--- src/hdl/jpeg_huffman_bit_decoder_macros.svh ---
// Assertion helpers for the canonical Huffman bit decoder.
`ifndef JPEG_HUFFMAN_BIT_DECODER_MACROS_SVH
`define JPEG_HUFFMAN_BIT_DECODER_MACROS_SVH

// Condition holds at every edge out of reset.
`define JHBD_ASSERT_ALWAYS(lbl, cond, msg) \
    lbl: assert property (@(posedge i_clk) disable iff (!i_rst_n) (cond)) else $error(msg);

// Antecedent in this cycle implies consequent in the same cycle.
`define JHBD_ASSERT_IMPLY(lbl, ante, cons, msg) \
    lbl: assert property (@(posedge i_clk) disable iff (!i_rst_n) (ante) |-> (cons)) \
        else $error(msg);

// Antecedent in this cycle implies consequent in the next cycle.
`define JHBD_ASSERT_NEXT(lbl, ante, cons, msg) \
    lbl: assert property (@(posedge i_clk) disable iff (!i_rst_n) (ante) |=> (cons)) \
        else $error(msg);

`endif

--- src/hdl/jhbd_pkg.sv ---
package jhbd_pkg;

    localparam int CMD_W    = 3;
    localparam int LIDX_W   = 4;
    localparam int COUNT_W  = 8;
    localparam int SYM_W    = 8;
    localparam int LEN_W    = 5;
    localparam int STATUS_W = 2;
    localparam int CODE_W   = 16;
    localparam int FC_W     = 17;
    localparam int FI_W     = 9;
    localparam int LOADED_W = 9;
    localparam int SUM_W    = 12;

    localparam logic [CMD_W-1:0] CMD_CLEAR     = 3'd0;
    localparam logic [CMD_W-1:0] CMD_SET_COUNT = 3'd1;
    localparam logic [CMD_W-1:0] CMD_APPEND    = 3'd2;
    localparam logic [CMD_W-1:0] CMD_FINISH    = 3'd3;
    localparam logic [CMD_W-1:0] CMD_DECODE    = 3'd4;

    localparam logic [STATUS_W-1:0] ST_SYMBOL = 2'd0;
    localparam logic [STATUS_W-1:0] ST_BUILT  = 2'd1;
    localparam logic [STATUS_W-1:0] ST_REJECT = 2'd2;
    localparam logic [STATUS_W-1:0] ST_ERROR  = 2'd3;

    typedef struct packed {
        logic [COUNT_W-1:0] count;
        logic [FC_W-1:0]    first_code;
        logic [FI_W-1:0]    first_index;
    } t_tbl_entry;

endpackage

--- src/hdl/jpeg_huffman_bit_decoder.sv ---
// Canonical Huffman decoder for JPEG DHT tables, one coded bit per item. Clear, set count and
// append symbol are taken in the idle state and do not leave it. Finish walks the per-length
// table memory one code length per cycle, stopping early when the code space overflows, and
// offers the built or rejected status; its last step holds while the output register is
// occupied. A decode bit first reads the table memory entry for the current code length, then
// compares; when a code completes, the symbol memory is read and the fetch state offers the
// symbol. Results sit in an output register, and a new item is taken while an earlier result
// still waits; a result-producing step holds only when the output register is still occupied.
`include "jpeg_huffman_bit_decoder_macros.svh"

module jpeg_huffman_bit_decoder #(
    parameter int MAX_CODE_LENGTH = 16,
    parameter int MAX_SYMBOLS     = 256
) (
    input  logic                          i_clk,
    input  logic                          i_rst_n,
    input  logic                          i_valid,
    output logic                          o_stall,
    input  logic [jhbd_pkg::CMD_W-1:0]    i_command,
    input  logic [jhbd_pkg::LIDX_W-1:0]   i_length_index,
    input  logic [jhbd_pkg::COUNT_W-1:0]  i_count,
    input  logic [jhbd_pkg::SYM_W-1:0]    i_symbol,
    input  logic                          i_bit_req,
    output logic                          o_valid,
    input  logic                          i_stall,
    output logic [jhbd_pkg::SYM_W-1:0]    o_symbol_res,
    output logic [jhbd_pkg::LEN_W-1:0]    o_code_length,
    output logic [jhbd_pkg::STATUS_W-1:0] o_status
);

    localparam int LW = (MAX_CODE_LENGTH > 1) ? $clog2(MAX_CODE_LENGTH) : 1;
    localparam int SW = $clog2(MAX_SYMBOLS);
    localparam int LEN_W    = jhbd_pkg::LEN_W;
    localparam int COUNT_W  = jhbd_pkg::COUNT_W;
    localparam int SYM_W    = jhbd_pkg::SYM_W;
    localparam int STATUS_W = jhbd_pkg::STATUS_W;
    localparam int CODE_W   = jhbd_pkg::CODE_W;
    localparam int FC_W     = jhbd_pkg::FC_W;
    localparam int FI_W     = jhbd_pkg::FI_W;
    localparam int LOADED_W = jhbd_pkg::LOADED_W;
    localparam int SUM_W    = jhbd_pkg::SUM_W;

    localparam logic [LEN_W-1:0]    MAX_LEN  = LEN_W'(MAX_CODE_LENGTH);
    localparam logic [LOADED_W-1:0] MAX_SYM  = LOADED_W'(MAX_SYMBOLS);
    localparam logic [LOADED_W-1:0] OVER_SYM = LOADED_W'(MAX_SYMBOLS + 1);
    localparam logic [LW-1:0]       LAST_IDX = LW'(MAX_CODE_LENGTH - 1);

    localparam logic [1:0] S_IDLE   = 2'd0;
    localparam logic [1:0] S_BUILD  = 2'd1;
    localparam logic [1:0] S_LOOKUP = 2'd2;
    localparam logic [1:0] S_FETCH  = 2'd3;

    jhbd_pkg::t_tbl_entry r_tbl_mem [MAX_CODE_LENGTH];
    logic [SYM_W-1:0]     r_sym_mem [MAX_SYMBOLS];
    jhbd_pkg::t_tbl_entry r_tdata;
    logic [SYM_W-1:0]     r_sym_rdata;

    logic [1:0]          r_state, n_state;
    logic                r_out_valid, n_out_valid;
    logic [SYM_W-1:0]    r_out_sym, n_out_sym;
    logic [LEN_W-1:0]    r_out_len, n_out_len;
    logic [STATUS_W-1:0] r_out_status, n_out_status;
    logic                r_table_valid, n_table_valid;
    logic [LOADED_W-1:0] r_loaded, n_loaded;
    logic [COUNT_W-1:0]  r_counts [MAX_CODE_LENGTH];
    logic [COUNT_W-1:0]  n_counts [MAX_CODE_LENGTH];
    logic [CODE_W-1:0]   r_acc, n_acc;
    logic [LEN_W-1:0]    r_bits, n_bits;
    logic [LW-1:0]       r_idx, n_idx;
    logic [FC_W-1:0]     r_code, n_code;
    logic [SUM_W-1:0]    r_sum, n_sum;
    logic [LEN_W-1:0]    r_lmax, n_lmax;
    logic [CODE_W-1:0]   r_last, n_last;
    logic [LEN_W-1:0]    r_hit_len, n_hit_len;

    logic                accept;
    logic                out_free;
    logic                sym_we;
    logic                tbl_we;
    logic [COUNT_W-1:0]  b_cnt;
    logic [FC_W:0]       b_code_sum;
    logic [FC_W:0]       b_limit;
    logic                b_over;
    logic [SUM_W-1:0]    b_sum;
    logic                b_done;
    logic                b_ok;
    logic                b_advance;
    logic [FC_W-1:0]     l_diff;
    logic                l_hit;
    logic [FI_W-1:0]     l_idx;
    logic [LEN_W-1:0]    l_shift;
    logic [CODE_W-1:0]   l_bound;
    logic                l_err;

    assign out_free = !r_out_valid || !i_stall;
    assign o_stall  = (r_state != S_IDLE);
    assign accept   = i_valid && (r_state == S_IDLE);
    assign sym_we   = accept && (i_command == jhbd_pkg::CMD_APPEND) && (r_loaded < MAX_SYM);

    assign o_valid       = r_out_valid;
    assign o_symbol_res  = r_out_sym;
    assign o_code_length = r_out_len;
    assign o_status      = r_out_status;

    assign b_cnt      = r_counts[r_idx];
    assign b_code_sum = {1'b0, r_code} + (FC_W+1)'(b_cnt);
    assign b_limit    = (FC_W+1)'(1) << (LEN_W'(r_idx) + LEN_W'(1));
    assign b_over     = b_code_sum > b_limit;
    assign b_sum      = r_sum + SUM_W'(b_cnt);
    assign b_done     = b_over || (r_idx == LAST_IDX);
    assign b_ok       = !b_over && (b_sum == SUM_W'(r_loaded)) && (r_loaded <= MAX_SYM);
    assign b_advance  = (r_state == S_BUILD) && (!b_done || out_free);
    assign tbl_we     = b_advance;

    assign l_diff  = {1'b0, r_acc} - r_tdata.first_code;
    assign l_hit   = (r_tdata.count != '0) && ({1'b0, r_acc} >= r_tdata.first_code)
                     && (l_diff < FC_W'(r_tdata.count));
    assign l_idx   = r_tdata.first_index + l_diff[FI_W-1:0];
    assign l_shift = r_lmax - r_bits;
    assign l_bound = r_last >> l_shift;
    assign l_err   = !r_table_valid || (r_lmax == '0) || (r_bits > r_lmax)
                     || (!l_hit && ((r_bits >= r_lmax) || (r_acc > l_bound)));

    always_comb begin
        n_state       = r_state;
        n_out_valid   = r_out_valid && i_stall;
        n_out_sym     = r_out_sym;
        n_out_len     = r_out_len;
        n_out_status  = r_out_status;
        n_table_valid = r_table_valid;
        n_loaded      = r_loaded;
        n_counts      = r_counts;
        n_acc         = r_acc;
        n_bits        = r_bits;
        n_idx         = r_idx;
        n_code        = r_code;
        n_sum         = r_sum;
        n_lmax        = r_lmax;
        n_last        = r_last;
        n_hit_len     = r_hit_len;

        unique case (r_state)
            S_IDLE: begin
                if (accept) begin
                    unique case (i_command)
                        jhbd_pkg::CMD_CLEAR: begin
                            n_counts      = '{default: '0};
                            n_loaded      = '0;
                            n_table_valid = 1'b0;
                            n_acc         = '0;
                            n_bits        = '0;
                        end
                        jhbd_pkg::CMD_SET_COUNT: begin
                            if (LEN_W'(i_length_index) < MAX_LEN) begin
                                n_counts[i_length_index[LW-1:0]] = i_count;
                            end
                            n_table_valid = 1'b0;
                            n_acc         = '0;
                            n_bits        = '0;
                        end
                        jhbd_pkg::CMD_APPEND: begin
                            n_loaded      = (r_loaded < MAX_SYM) ? r_loaded + LOADED_W'(1)
                                                                 : OVER_SYM;
                            n_table_valid = 1'b0;
                            n_acc         = '0;
                            n_bits        = '0;
                        end
                        jhbd_pkg::CMD_FINISH: begin
                            n_state       = S_BUILD;
                            n_table_valid = 1'b0;
                            n_idx         = '0;
                            n_code        = '0;
                            n_sum         = '0;
                            n_lmax        = '0;
                            n_acc         = '0;
                            n_bits        = '0;
                        end
                        jhbd_pkg::CMD_DECODE: begin
                            n_state = S_LOOKUP;
                            if (r_table_valid) begin
                                n_acc  = {r_acc[CODE_W-2:0], i_bit_req};
                                n_bits = r_bits + LEN_W'(1);
                            end
                        end
                        default: begin
                        end
                    endcase
                end
            end
            S_BUILD: begin
                if (b_advance) begin
                    n_code = {b_code_sum[FC_W-2:0], 1'b0};
                    n_sum  = b_sum;
                    n_idx  = r_idx + LW'(1);
                    if (b_cnt != '0) begin
                        n_lmax = LEN_W'(r_idx) + LEN_W'(1);
                        n_last = CODE_W'(b_code_sum - (FC_W+1)'(1));
                    end
                    if (b_done) begin
                        n_state       = S_IDLE;
                        n_table_valid = b_ok;
                        n_out_valid   = 1'b1;
                        n_out_sym     = '0;
                        n_out_len     = '0;
                        n_out_status  = b_ok ? jhbd_pkg::ST_BUILT : jhbd_pkg::ST_REJECT;
                    end
                end
            end
            S_LOOKUP: begin
                if (!r_table_valid || l_err) begin
                    if (out_free) begin
                        n_state      = S_IDLE;
                        n_out_valid  = 1'b1;
                        n_out_sym    = '0;
                        n_out_len    = r_table_valid ? r_bits : '0;
                        n_out_status = jhbd_pkg::ST_ERROR;
                        n_acc        = '0;
                        n_bits       = '0;
                    end
                end else if (l_hit) begin
                    n_state   = S_FETCH;
                    n_hit_len = r_bits;
                    n_acc     = '0;
                    n_bits    = '0;
                end else begin
                    n_state = S_IDLE;
                end
            end
            S_FETCH: begin
                if (out_free) begin
                    n_state      = S_IDLE;
                    n_out_valid  = 1'b1;
                    n_out_sym    = r_sym_rdata;
                    n_out_len    = r_hit_len;
                    n_out_status = jhbd_pkg::ST_SYMBOL;
                end
            end
            default: begin
                n_state = S_IDLE;
            end
        endcase
    end

    always_ff @(posedge i_clk) begin
        if (tbl_we) begin
            r_tbl_mem[r_idx] <= '{count: b_cnt, first_code: r_code,
                                  first_index: r_sum[FI_W-1:0]};
        end
        if (r_state == S_IDLE) begin
            r_tdata <= r_tbl_mem[r_bits[LW-1:0]];
        end
    end

    always_ff @(posedge i_clk) begin
        if (sym_we) begin
            r_sym_mem[r_loaded[SW-1:0]] <= i_symbol;
        end
        if (r_state == S_LOOKUP) begin
            r_sym_rdata <= r_sym_mem[l_idx[SW-1:0]];
        end
    end

    always_ff @(posedge i_clk) begin
        if (!i_rst_n) begin
            r_state       <= S_IDLE;
            r_out_valid   <= 1'b0;
            r_table_valid <= 1'b0;
            r_loaded      <= '0;
            r_counts      <= '{default: '0};
            r_acc         <= '0;
            r_bits        <= '0;
            r_idx         <= '0;
        end else begin
            r_state       <= n_state;
            r_out_valid   <= n_out_valid;
            r_table_valid <= n_table_valid;
            r_loaded      <= n_loaded;
            r_counts      <= n_counts;
            r_acc         <= n_acc;
            r_bits        <= n_bits;
            r_idx         <= n_idx;
        end
    end

    always_ff @(posedge i_clk) begin
        r_out_sym    <= n_out_sym;
        r_out_len    <= n_out_len;
        r_out_status <= n_out_status;
        r_code       <= n_code;
        r_sum        <= n_sum;
        r_lmax       <= n_lmax;
        r_last       <= n_last;
        r_hit_len    <= n_hit_len;
    end

    `JHBD_ASSERT_IMPLY(a_build_invalid, r_state == S_BUILD, !r_table_valid, "table valid during build")
    `JHBD_ASSERT_IMPLY(a_walk_bound, r_table_valid && (r_state == S_IDLE), (r_bits == '0) || (r_bits < r_lmax), "walk deeper than longest code")
    `JHBD_ASSERT_IMPLY(a_fetch_home, r_state == S_FETCH, (r_bits == '0) && (r_acc == '0), "walk not at root after a hit")
    `JHBD_ASSERT_ALWAYS(a_loaded_cap, r_loaded <= OVER_SYM, "symbol count past cap")
    `JHBD_ASSERT_NEXT(a_out_len, r_state == S_FETCH && out_free, (o_code_length != '0) && (o_code_length <= MAX_LEN), "decoded length out of range")

endmodule

--- config.mk ---
export PLATFORM = sky130hd
export DESIGN_NAME = jpeg_huffman_bit_decoder
export DESIGN_NICKNAME = d
export VERILOG_FILES = /design/src/hdl/jhbd_pkg.sv /design/src/hdl/jpeg_huffman_bit_decoder.sv
export VERILOG_INCLUDE_DIRS = /design/src /design/src/hdl
export SDC_FILE = /design/constraint.sdc
export NUM_CORES = 2
export LEC_CHECK = 0
export BUFFER_PORTS_ARGS = -buffer_cell sky130_fd_sc_hd__buf_2
export CAP_MARGIN = 15
export CORE_ASPECT_RATIO = 0.5
export CORE_MARGIN = 2
export CORE_UTILIZATION = 45
export CTS_CLUSTER_DIAMETER = 50
export DETAILED_ROUTE_END_ITERATION = 10
export PLACE_DENSITY = 0.59
export SYNTH_ARGS = -nofsm -noshare
export SYNTH_HDL_FRONTEND = slang
export SYNTH_SLANG_ARGS = --single-unit
--- constraint.sdc ---
create_clock -name i_clk -period 11.1 [get_ports i_clk]
set_input_delay 1.665 -clock i_clk [delete_from_list [all_inputs] [get_ports i_clk]]
set_output_delay 1.665 -clock i_clk [all_outputs]
set_load 0.03 [all_outputs]
Word level (Yosys, flattened, before mapping)
Memory sizes are Yosys's and may differ from the RTL's. A register that Yosys moved wholly into a read port is not among the register bits.
Index checks and enable logic that the tools add are counted.
- memory bits (read-only): 0
- input port bits: 28
- output and inout bits: 17
- memories kept: 2
- flip-flop bits (word level): 236
- word-level logic and storage cells: 211
- bits in writable memories: 2592
- latch bits: 0
- memories (name ; words ; width ; rd ports ; clocked after memory_dff ; wr ports ; RTL line ; text):
    r_sym_mem ; 256 ; 8 ; 1 ; 1 ; 1 ; jpeg_huffman_bit_decoder.sv:54 ; logic [SYM_W-1:0] r_sym_mem [MAX_SYMBOLS];
    r_tbl_mem ; 16 ; 34 ; 1 ; 1 ; 1 ; jpeg_huffman_bit_decoder.sv:53 ; jhbd_pkg::t_tbl_entry r_tbl_mem [MAX_CODE_LENGTH];
- $lt $le $gt $ge: 11
- add/subtract/negate cells: 10
- bitwise logic cells: 3
- multipliers: 0
- muxes and demuxes: 82
- shift-type cells: 2
- divide/modulo/power cells: 0
- eq/ne operators: 23
- reduce and logical (&&, ||, !) cells: 47
- operators with widths (cell ; count):
    128-bit one-hot mux with 2 select lines ; 1
    128-bit bitwise mux ; 1
    16-bit two-way mux ; 5
    5-bit two-way mux ; 15
    8-bit two-way mux ; 8
    16-bit one-hot mux with 2 select lines ; 2
    17-bit two-way mux ; 3
    12-bit two-way mux ; 3
    17-bit one-hot mux with 2 select lines ; 1
    8-bit binary-select mux with 4-bit select ; 1
    8-bit demux with 4-bit select ; 1
    5-bit one-hot mux with 2 select lines ; 3
    2-bit two-way mux ; 12
    12-bit one-hot mux with 2 select lines ; 1
    8-bit one-hot mux with 3 select lines ; 1
    17-bit by 8-bit adder with 18-bit output ; 1
    18-bit greater-than comparator ; 1
    9-bit one-hot mux with 2 select lines ; 1
    1-bit by 5-bit left shift with 18-bit output, first input constant ; 1
    16-bit by 17-bit greater-or-equal comparator with 1-bit output ; 1
    17-bit by 8-bit less-than comparator with 1-bit output ; 1
    16-bit by 17-bit subtractor with 17-bit output ; 1
    16-bit greater-than comparator ; 1
    8-bit nonzero test ; 2
    other kinds (52) ; 110

Logic depth before layout (Yosys ltp)
- depth in word-level cells: 13
- mapped depth: 22
- gate-level depth less buffers: 19

Worst setup path before layout
No wires, ideal clock.
- path type: register to register
- start point: register r_idx[0]
- end point: memory r_tbl_mem[2][0] in the netlist's numbering (enable)
- period minus slack after synthesis: 8112 ps
- path slack: 2988 ps
- buffers on the path: 2
- arrival time: 7651 ps
- stages on the path, launching flop included: 20
- cell sequence: dfxtp_1 buf_6 buf_2 mux4_2 mux4_2 ha_1 fa_1 a211o_1 a21o_1 a21oi_1 nand2b_1 xnor2_1 ha_1 and4_1 a2111oi_0 nor4bb_1 a211oi_1 o31a_1 nand2_1 nor3_1
- longest elaborated chain between the ends: 12
- elaborated cells on any way between the ends: 15
- classes of those cells: add/sub: 2; order compare: 1; eq/ne: 1; shift: 1; mux: 5; bitwise: 1; reduce/logical: 4
- RTL lines (element ; RTL line ; text):
    start: declaration ; jpeg_huffman_bit_decoder.sv:69 ; logic [LW-1:0] r_idx, n_idx;
    start signal: assignment ; jpeg_huffman_bit_decoder.sv:281 ; r_idx <= n_idx;
    4-bit NOT with 5-bit output (not written as such) ; jpeg_huffman_bit_decoder.sv:105 ; assign b_cnt = r_counts[r_idx];
    8-bit binary-select mux with 4-bit select ; jpeg_huffman_bit_decoder.sv:105 ;
    8-bit two-way mux (not written as such) (2 in a row) ; jpeg_huffman_bit_decoder.sv:105 ;
    via b_cnt[1] ; jpeg_huffman_bit_decoder.sv:80 ; logic [COUNT_W-1:0] b_cnt;
    17-bit by 8-bit adder with 18-bit output ; jpeg_huffman_bit_decoder.sv:106 ; assign b_code_sum = {1'b0, r_code} + (FC_W+1)'(b_cnt);
    via b_code_sum[9] ; jpeg_huffman_bit_decoder.sv:81 ; logic [FC_W:0] b_code_sum;
    18-bit greater-than comparator ; jpeg_huffman_bit_decoder.sv:108 ; assign b_over = b_code_sum > b_limit;
    1-bit logical OR ; jpeg_huffman_bit_decoder.sv:110 ; assign b_done = b_over || (r_idx == LAST_IDX);
    1-bit zero test ; jpeg_huffman_bit_decoder.sv:112 ; assign b_advance = (r_state == S_BUILD) && (!b_done || out_free);
    1-bit logical OR ; jpeg_huffman_bit_decoder.sv:112 ;
    1-bit logical AND ; jpeg_huffman_bit_decoder.sv:112 ;
    1-bit two-way mux ; jpeg_huffman_bit_decoder.sv:245 ; if (tbl_we) begin
    1-bit two-way mux (not written as such) ; jpeg_huffman_bit_decoder.sv:246 ; r_tbl_mem[r_idx] <= '{count: b_cnt, first_code: r_code,
    end: declaration ; jpeg_huffman_bit_decoder.sv:53 ;
The timed path passes the listed nets, and every way through them passes these cells. The select of a mux whose other input is x is not followed.

Worst setup path in the final report
- start point: register r_idx[0]
- end point: memory r_tbl_mem[3][15] in the netlist's numbering (enable)
The elaborated chain is that of the path after synthesis.

==> results by group <==
Detailed routing
  • Drc violations: 0
  • DRT iter0 DRCs: 7000
  • Drt first pass iters: 6
  • Detail-routed via count per cell: 6.03
  • DR vias: 56900
  • WL/cell: 29.9 um
  • WL final: between 200000 and 300000 um
  • DRT antenna net count: 0

Setup path
  • Worst R2R Path Depth: 18
  • End of the worst register-to-register path: r_tbl_mem[3][15]
  • CP cell instances: buf_4 -> mux4_2 -> mux4_2 -> fa_1 -> a211o_1 -> a21o_1 -> a21oi_1 -> nand2b_1 -> xnor2_1 -> ha_1 -> and4_1 -> a2111oi_0 -> nor4bb_1 -> a211oi_1 -> o31a_1 -> nand2_1 -> nor3_2 -> buf_4
  • Worst r2r src: r_idx[0]
  • Req. time, crit path: ~12000 ps
  • CP Capture Type: flop
  • CP arrival: 9140 ps
  • Worst Path Class, Setup: reg -> reg
  • Top delay family on crit path: compound AO/OA/AOI/OAI gates
  • Crit-path max FO: 29
  • Slowest stage delay, CP: 960 ps
  • Slowest CP cell: dfxtp_2
  • Buffers plus inverters on the worst setup path: 2
  • Reg2reg setup slack: 2460 ps
  • CP startpoint kind: flop

Clock tree
  • Clock sinks: 2835
  • TritonCTS clock tree: built
  • Clock transition at path regs: 60 ps
  • CTS buffer count: 268
  • Max clock buf depth: 4
  • Clock Latency Late Sink: 860 ps
  • Clk root buf: clkbuf_16
  • Hold Buf Count CTS: 0
  • # H-tree levels: 5
  • Post-CTS Setup Bufs: 0
  • PostCTS Resize Cnt: 0

STA
  • Hold Vio Cnt, Final: 0
  • Final worst-path cycle share: 0.779
  • Post-Route Skew: 58.6 ps
  • Final worst setup slack: 2460 ps
  • Fin. max-slew vios: 0
  • Clock period minus worst slack: between 8000 and 9000 ps
  • # setup viols final: 0
  • Fmax: 116 MHz
  • Setup tns final: 0 ps
  • Worst slew margin: 0.218
  • Slew @ Worst Pin: 1170 ps
  • RSZ-0062 raised after global routing: no

Global route
  • Congestion Overflow GR: 0
  • Initial antenna violation count: 14
  • Largest net degree at the start of global routing: 153
  • Total GRT Usage: 0.217
  • Vias in the first global route: 57100
  • First-pass GRT wire length: 409000 um

Yosys
  • Synth Area per Inst: 19.7 um2
  • Yosys warns: 0
  • Number of flops mapped to enable cells by yosys: 2669
  • Yosys reg bits: 2835
  • Ys flop type: edfxtp_1
  • Cell count after synthesis: 5783
  • Synthesized area: between 100000 and 150000 um2
  • Synth area leader: edfxtp_1
  • Library cells used by synthesis: 78
  • Async SR Flop Fraction: 0
  • Area contributors post-synth: edfxtp_1 (70%), mux4_2 (17%), dfxtp_1 (2.9%), nor2_1 (2.0%), mux2i_1 (1.4%)
  • Post-synth top area share: 0.702
  • Syn_nets: 5909
  • Sequential area share after synthesis: 0.731

Placement
  • DP HPWL: 172000 um
  • Placed cell count: 8967
  • Post-DP Area: 119000 um2
  • Routability congestion estimate: 0.825
  • Port bufs: 44
  • DP Worst Slack: 2490 ps

Final layout
  • Final nets: 6001
  • Area growth from synthesis to layout: 11.1%
  • Final instance area: ~130000 um2
  • Multi-input combinational cell area: 29400 um2
  • Filler Cell Count: 19800
  • Final cell count without fillers: 9435
  • Reg area: 83500 um2
  • Share of cells above drive strength 1: 0.235

Pwr
  • Switching pwr: between 6000 and 7000 uW
  • Clk pwr share: 0.361
  • Int Pwr: between 15000 and 20000 uW
  • Total power: 24500 uW
  • Register share of total power: 0.483
  • PD cells: 193 nW/um2
  • Pleak: 0.0395 uW
  • Switching Fraction: 0.257
  • VDD IR max: 125 uV
  • Combinational share of power: 0.156

Floorplanning
  • Core Area: 252000 um2
  • Initial core utilization: 0.454
  • Ports: 45
  • Die width: 716 um
  • Area of the die: 258000 um2
  • DIE HEIGHT: 360 um
  • Core Rows: 130

Run
  • Max cap viols: 0

Min path
  • Hold Path Origin: r_counts[8]
  • Hold path cells: 2
  • Hold endpoint: r_counts[8]
  • Hold Crit Class: reg -> reg

Outcome
  • Status: completed
==> flip-flops by register name, indices dropped and copies added, names as in the netlist <==
register	cells
r_sum	12
r_sym_rdata	8
r_code	16
r_hit_len	5
r_sym_mem	2048
r_idx	4
o_status	2
o_code_length	5
r_lmax	5
r_loaded	9
r_bits	5
r_state	2
o_valid	1
r_counts	128
r_acc	16
r_table_valid	1
r_last	16
r_tbl_mem	512
o_symbol_res	8
r_tdata	32
==> cells in the mapped netlist, types with 17 or more instances <==
master / n
a21o_1: 22
nor3_1: 33
a31oi_1: 138
dfxtp_1: 166
xor2_1: 25
a211oi_1: 17
nand2_1: 157
ha_1: 93
nor2_1: 610
inv_1: 62
and3_1: 19
and2_1: 26
a21oi_1: 63
nor2b_1: 23
edfxtp_1: 2669
mux4_2: 840
buf_1: 87
mux2i_1: 160
nand3_1: 69
buf_2: 18
xnor2_1: 39
o21ai_0: 45
clkbuf_1: 223
==> tightest hold or removal path, cell delays in order, from the launching register on <==
cell	delay, ps
dfxtp_1	320
a31oi_1	70
nor2_1	70
==> worst max-delay path by stage <==
stage	startpoint	endpoint	slack (ps)	cells past startpoint
5_1_grt	r_idx[0]	r_tbl_mem[3][30]	1800	19
6_report	r_idx[0]	r_tbl_mem[3][15]	2460	18
4_1_cts	r_idx[0]	r_tbl_mem[3][30]	2440	18
3_3_place_gp	r_idx[0]	r_tbl_mem[3][19]	2590	18
2_1_floorplan	r_idx[0]	r_tbl_mem[2][0]	2990	19
3_5_place_dp	r_idx[0]	r_tbl_mem[3][23]	2490	18
==> kinds of logic (layout without fill, tap and decap cells) <==
group                      Yosys count  after routing  share of synthesized area
DFF                               2835           2835                      0.731
and+or+nand+nor                   1020           1020                     0.0386
muxes                             1004           1004                      0.180
buffers and inverters              397            682                     0.0135
AOI/OAI and AO/OA                  365            365                     0.0208
adders and majority gates           98             98                     0.0111
xor gates and xnor gates            64             64                    0.00491
other                                0              1                          0
==> metal layers <==
metal | share of wire | vias up | global-route usage
li1 | - | 23800 | -
met1 | 0.43 | 30500 | 0.320
met2 | 0.48 | 2247 | 0.348
met3 | 0.070 | 368 | 0.0316
met4 | 0.020 | 4 | 0.0457
met5 | 0.000085 | - | 0
==> power by group through the flow <==
stage	registers (uW)	logic [uW]	clock network [uW]
after CTS	11800	3850	8970
after detailed placement	12100	3840	0
final	11800	3810	8820
after floorplan	12000	2340	0
after global routing	11800	3970	9390
after global placement	12000	3820	0
==> metrics by stage <==
step | hold WS [ps] | utilization
4_1_cts | 498 | 0.504
6_report | 498 | 0.504
5_1_grt | 520 | 0.504
3_3_place_gp | 474 | 0.471
3_5_place_dp | 483 | 0.471
2_1_floorplan | 426 | -
==> final cells by class <==
type,count,area share
sequential,2835,0.658
antenna,1,0.0000197
multi-input combinational,2551,0.232
inverter,63,0.00188
tap,3366,0.0332
timing repair buffer,156,0.0101
clock buffer,332,0.0564
clock inverter,131,0.00825
==> layout by cell type, fill, tap and decap left out, types with 46 or more instances in the layout <==
master / count
edfxtp_1: 2669
mux4_2: 840
nor2_1: 597
clkbuf_16: 276
dfxtp_1: 161
mux2i_1: 160
nand2_1: 149
a31oi_1: 138
buf_4: 100
ha_1: 92
nand3_1: 66
a21oi_1: 63
inv_1: 61
clkbuf_1: 53
clkinv_1: 46
Power figures use the tool's default switching activity.
